**config.mk**
```make
export PLATFORM = sky130hd
export DESIGN_NAME = zmn_ctrl
export DESIGN_NICKNAME = d
export VERILOG_FILES = /design/src/zmn_pkg.sv /design/src/zmn_ctrl.sv
export SDC_FILE = /design/constraint.sdc
export NUM_CORES = 1
export LEC_CHECK = 0
export BUFFER_PORTS_ARGS = -buffer_cell sky130_fd_sc_hd__clkbuf_2
export CORE_AREA = 2 2 39 41
export CTS_CLUSTER_DIAMETER = 30
export DETAILED_ROUTE_END_ITERATION = 8
export DIE_AREA = 0 0 41 43
export GPL_ROUTABILITY_DRIVEN = 0
export MAX_ROUTING_LAYER = met4
export PLACE_DENSITY = 0.53
export SYNTH_ARGS = -nofsm -noshare
export SYNTH_HDL_FRONTEND = slang
export SYNTH_SLANG_ARGS = --single-unit
```
**constraint.sdc**
```tcl
create_clock -name clk_i -period 2.6 [get_ports clk_i]
set_input_delay 0.52 -clock clk_i [delete_from_list [all_inputs] [get_ports clk_i]]
set_output_delay 0.52 -clock clk_i [all_outputs]
set_load 0.01 [all_outputs]
```
**src/zmn_pkg.sv**
```systemverilog
// Package: shared types, constants and FSM states for the 5x5 ZNCC map block.
`timescale 1ns / 1ps
package zmn_pkg;

  localparam int unsigned MaxWidth   = 2048;
  localparam int unsigned MaxHeight  = 4096;
  localparam int unsigned WinSide    = 5;
  localparam int unsigned WinArea    = WinSide * WinSide;
  localparam int unsigned LineCount  = WinSide - 1;
  localparam int unsigned ColW       = 11;
  localparam int unsigned RowW       = 12;
  localparam int unsigned CfgW       = 12;
  localparam int unsigned LineAddrW  = 13;  // line index (2b) and column (11b)
  localparam int unsigned LineDataW  = 16;  // plane and warped byte together
  localparam logic [CfgW-1:0] WidthReset = 12'd640;
  localparam int unsigned QBits      = 15;  // result search spans 0..16384

  typedef struct packed {
    logic [7:0] plane_pixel;
    logic [7:0] warped_pixel;
    logic       frame_start;
  } in_req_t;

  typedef struct packed {
    logic signed [15:0] correlation;
    logic [ColW-1:0]    center_col;
    logic [RowW-1:0]    center_row;
    logic               result_valid;
  } out_req_t;

  typedef enum logic [3:0] {
    ST_IDLE,
    ST_RD,
    ST_SHIFT,
    ST_WR,
    ST_SUM,
    ST_MOM,
    ST_PROD,
    ST_PROD2,
    ST_SEARCH,
    ST_DONE
  } state_e;

  // Controller to datapath commands.
  typedef struct packed {
    logic take_in;
    logic rd_line;
    logic shift_win;
    logic wr_line;
    logic sum_step;
    logic mom_calc;
    logic prod_calc;
    logic prod2_calc;
    logic search_init;
    logic search_step;
    logic finish;
  } cmd_t;

  // Datapath to controller status.
  typedef struct packed {
    logic rd_last;
    logic wr_last;
    logic sum_last;
    logic search_done;
  } sts_t;

endpackage

```
**src/zmn_ctrl.sv**
```systemverilog
// Controller FSM sequencing the per-pixel steps of the ZNCC datapath.
`timescale 1ns / 1ps
module zmn_ctrl (
  input  logic            clk_i,
  input  logic            rst_ni,
  input  logic            in_valid_i,
  output logic            in_ready_o,
  output logic            out_valid_o,
  input  logic            out_ready_i,
  input  logic            win_full_i,
  input  zmn_pkg::sts_t   sts_i,
  output zmn_pkg::cmd_t   cmd_o
);
  zmn_pkg::state_e state_q, state_d;

  always_ff @(posedge clk_i or negedge rst_ni) begin
    if (!rst_ni) begin
      state_q <= zmn_pkg::ST_IDLE;
    end else begin
      state_q <= state_d;
    end
  end

  always_comb begin
    state_d     = state_q;
    cmd_o       = '0;
    in_ready_o  = 1'b0;
    out_valid_o = 1'b0;
    unique case (state_q)
      zmn_pkg::ST_IDLE: begin
        in_ready_o = 1'b1;
        if (in_valid_i) begin
          cmd_o.take_in = 1'b1;
          state_d = zmn_pkg::ST_RD;
        end
      end
      // read the four buffered lines at this column, one per cycle
      zmn_pkg::ST_RD: begin
        cmd_o.rd_line = 1'b1;
        if (sts_i.rd_last) state_d = zmn_pkg::ST_SHIFT;
      end
      zmn_pkg::ST_SHIFT: begin
        cmd_o.shift_win = 1'b1;
        state_d = zmn_pkg::ST_WR;
      end
      zmn_pkg::ST_WR: begin
        cmd_o.wr_line = 1'b1;
        if (sts_i.wr_last) begin
          state_d = win_full_i ? zmn_pkg::ST_SUM : zmn_pkg::ST_DONE;
        end
      end
      zmn_pkg::ST_SUM: begin
        cmd_o.sum_step = 1'b1;
        if (sts_i.sum_last) state_d = zmn_pkg::ST_MOM;
      end
      zmn_pkg::ST_MOM: begin
        cmd_o.mom_calc = 1'b1;
        state_d = zmn_pkg::ST_PROD;
      end
      zmn_pkg::ST_PROD: begin
        cmd_o.prod_calc = 1'b1;
        state_d = zmn_pkg::ST_PROD2;
      end
      zmn_pkg::ST_PROD2: begin
        cmd_o.prod2_calc  = 1'b1;
        cmd_o.search_init = 1'b1;
        state_d = zmn_pkg::ST_SEARCH;
      end
      zmn_pkg::ST_SEARCH: begin
        cmd_o.search_step = 1'b1;
        if (sts_i.search_done) begin
          cmd_o.finish = 1'b1;
          state_d = zmn_pkg::ST_DONE;
        end
      end
      zmn_pkg::ST_DONE: begin
        out_valid_o = 1'b1;
        if (out_ready_i) state_d = zmn_pkg::ST_IDLE;
      end
      default: state_d = zmn_pkg::ST_IDLE;
    endcase
  end
endmodule

```
### Word level (Yosys, flattened, before mapping)

Cells that the tools add are included.
Widths: inputs -> output; s select.

* bits of input ports: 9
* word-level logic and storage cells: 39
* flip-flop bits (word level): 4

* equality and inequality tests: 15
* multiplexer cells: 21
* reductions and logical operators: 2

Operators with widths (number)
* $pmux 4 s10: 1
* $mux 4: 7
* $eq 4x3->1 const B: 4
* $ne 2x2->1 const B: 6
* $mux 1: 11
* $eq 4x2->1 const B: 2
* $eq 4x4->1 const B: 2
* $reduce_and 6->1: 1
* $eq 4x1->1 const B: 1
* $logic_not 4->1: 1
* $mux 2: 2

### Depth between registers and ports, before layout

* word-level depth: 3
* depth in mapped cells: 5
* depth with buffers taken out: 4

### Worst setup path before layout

Ideal clock, no wire load.

* path kind: register to output
* start: reg state_q[0]
* end: out cmd_o[10] in the netlist's numbering
* arrival: 1.295 ns
* setup slack: 0.785 ns
* stages on the path, launching flop included: 4
* cell sequence: dfrtp_1 > buf_4 > nor4_1 > and2_1

RTL lines
* start: declaration: RTL line zmn_ctrl.sv:14 `zmn_pkg::state_e state_q, state_d;`
* start signal: assignment: RTL line zmn_ctrl.sv:18 `state_q <= zmn_pkg::ST_IDLE;`
* start signal: assignment: RTL line zmn_ctrl.sv:20 `state_q <= state_d;`
* end: declaration: RTL line zmn_ctrl.sv:12 `output zmn_pkg::cmd_t cmd_o`

==> qor.log <==
[outcome] outcome complete, no violations
[cells_and_area] post-route non-filler standard cell count 86
[synthesis] Net Count, Synth 60
[synthesis] Post-Synth Adder-Cell Area 0%
[drt] sum of routed wire length over all layers 878 um
[clock_network] clock buffers created by TritonCTS 3
[synthesis] Yosys cell types 22
[synthesis] Synth Area in Compound Gates 19.74%
[critical_path] Setup crit start state_q[2]
[critical_path] highest net fanout along the worst path 13
[floorplan] area of the core 1384 um2
[synthesis] Synth Register Bits 4
[clock_network] buffer type at the clock tree root clkbuf_4
[critical_path] crit path max-delay cell type dfrtp_1
[synthesis] mean area per synthesized cell 7.581 um2
[synthesis] Main synth FF type dfrtp_1
[critical_path] R2R Path Start state_q[2]
[clock_network] Skew-Pair Late Insertion Delay 0.23 ns
[drt] number of design-rule violations left by the first detailed-router iteration 3
[clock_network] Post CTS Setup Buffer Count 0
[synthesis] xor and xnor area share after synthesis 0%
[clock_network] clock sinks 4
[drt] TritonRoute pass-1 iters 2
[sta] final setup TNS 0 ns
[sta] setup repair after global routing missed its margin no
[cells_and_area] total area of multi-input combinational cells 240.2 um2
[cells_and_area] most frequent standard cell in the layout excluding fill and tap cells clkbuf_2
[placement] Inst Count DP 83
[cells_and_area] Top Registers state_q x4
[pwr] Final Total Pwr 0.5688 mW
[drt] Antenna Violating Nets Remaining 0
[synthesis] combinational family with the most area after synthesis simple AND/OR/NAND/NOR gates
[floorplan] number of rows created at floorplan 14
[sta] post-route minimum period 2.031 ns
[drt] Remaining DRCs 0
[critical_path] arrival time worst endpoint 1.51 ns
[floorplan] area of the die 1763 um2
[pwr] cell leakage power 0.2441 nW
[global_routing] first-pass GRT wire length 1421 um
[cells_and_area] fraction of final layout cells with drive strength greater than 1 35.71%
[worst_hold_path] Hold Crit Class primary input to asynchronous set/reset pin
[cells_and_area] Sequential cell area 100.1 um2
[critical_path] class of the most critical setup path flop to output port
[sta] slew at the pin closest to its max-slew limit 0.3840 ns
[cells_and_area] Most flops, register state_q
[critical_path] Worst Setup Start Kind flop
[critical_path] worst-path cell chain nand2b_1 -> nor3_1 -> and2_1 -> clkbuf_2
[pwr] Power Density 1148 nW/um2
[cells_and_area] max FFs per register 4
[clock_network] hold buffers post-CTS 0
[placement] count of buffers inserted at the top-level ports 21
[clock_network] Bufs on Longest Clock Path 2
[global_routing] remaining global-route overflow 0
[drt] via count 409
[clock_network] htree depth 1
[synthesis] combined area of all synthesized cells 386.6 um2
[synthesis] async set-or-reset flop fraction in the synthesized netlist 100.0%
[critical_path] Worst setup EP type output port
[synthesis] Post-synth EDFFs 0
[pwr] peak ir drop on the vdd network 0.0005033 V
[synthesis] gate count of the mapped netlist 51
[synthesis] leading cell types by total area after synthesis dfrtp_1 26%, nor3_1 9.1%, nor2_1 8.7%, mux2i_1 7.8%, buf_4 5.8%
[sta] number of setup violations in the final report 0
[sta] Worst Hold Slack 0.08780 ns
[drt] detail-routed via count per cell 4.756
[clock_network] Reg clk slew, reported paths 0.04 ns
[synthesis] synthesis warning total 0
[critical_path] required time of the critical path 2.08 ns
[synthesis] library cell with the largest summed area after synthesis dfrtp_1
[sta] Setup Skew 0.00006940 ns
[drt] wire length per cell after detailed routing 10.21 um
[floorplan] num ports 22
[cells_and_area] Syn-to-layout area delta 28.16%
[cells_and_area] antenna cells 0
[clock_network] CTS resizes 0
[synthesis] sequential area share after synthesis 25.89%
[global_routing] pin count of the biggest net entering global routing 14
[sta] max_slew headroom 74.40%
[global_routing] number of antenna violations at the first check in global routing 0
[floorplan] initial cell density of the core 27.94%
[synthesis] top-area cell type share of the netlist area 25.89%
[global_routing] via count of the first global-routing pass 356
[cells_and_area] Final nets 81
[floorplan] height of the die 43 um
[synthesis] multiplexer fraction of the synthesized cell area 7.767%
[global_routing] GRT Overall Usage 12.42%
[clock_network] clock tree from TritonCTS built
[sta] Max Freq 492.4 MHz
[critical_path] delay contributed by the slowest stage of the critical path 0.49 ns
[run] number of max-capacitance violations reported 0
[floorplan] overall die width 41 um
[synthesis] post-synthesis share of cell area spent on and, or, nand and nor gates 34.63%
[sta] count of final max-slew check failures 0
[sta] final critical-path share of the clock period 78.11%
[cells_and_area] most used cells in the layout excluding fill and tap cells 21 x clkbuf_2, 9 x nor2_1, 7 x nor3_1
[placement] post-detail-place hpwl 689.5 um
[sta] Final Hold Viols 0
[cells_and_area] Fill cells 148
## area by class of cell
cell class,instances,area share [%]
clock buffer,3,4.545
timing repair buffer,21,21.21
tap,16,4.040
inverter,2,1.515
multi-input combinational,40,48.48
sequential,4,20.20
## worst paths after layout
kind                            slack, ns          to  depth (start not counted)
min in group clk_i                   0.59  state_q[2]                          3
worst max-delay path                 0.57    cmd_o[0]                          4
worst min-delay path                 0.09  state_q[2]                          1
worst min register to register       0.67  state_q[1]                          1
worst max register to register       1.12  state_q[0]                          4
max in group asynchronous            2.39  state_q[3]                          1
## synthesized netlist by cell type, types with 2 or more instances
| cell | count |
|---|---|
| nor2_1 | 9 |
| nor3_1 | 7 |
| dfrtp_1 | 4 |
| buf_4 | 3 |
| mux2i_1 | 3 |
| nand2b_1 | 3 |
| and2_1 | 2 |
| inv_1 | 2 |
| nand2_1 | 2 |
| nor2b_1 | 2 |
| o21ai_0 | 2 |
| o31ai_1 | 2 |
## cells by family after synthesis
logic type,Yosys count
flip-flops,4
AO/OA/AOI/OAI,10
AND/OR/NAND/NOR,27
multiplexers,3
buffers and inverters,7
## critical path, delay by kind of cell (launching register included)
kind	cells	cell delay, ns
AND/OR/NAND/NOR	3	0.66
flip-flops	1	0.49
buffers and inverters	1	0.12
## layer usage
metal | wire length [um] | vias to the layer above | GRT usage (%)
li1 | - | 220 | -
met1 | 408 | 175 | 16.07
met2 | 400 | 12 | 16.56
met3 | 59 | 2 | 1.571
met4 | 10 | 0 | 10.00
met5 | 0 | - | -
## report_power, final
group          switching (mW)  internal (mW)
Sequential             0.0907         0.0920
Clock                  0.0226         0.0514
Combinational           0.168          0.144
## metrics by stage
step | instance area, um2 | util (%) | worst slack (ns)
final | 495.5 | 35.80 | 0.5691
after global routing | 495.5 | 35.80 | 0.4334
after CTS | 495.5 | 35.80 | 0.5458
after detailed placement | 473.0 | 34.18 | 0.8013
after global placement | 473.0 | 34.18 | 0.8391
after floorplan | 386.6 | - | 0.7854
(Power assumes the default switching activity.)
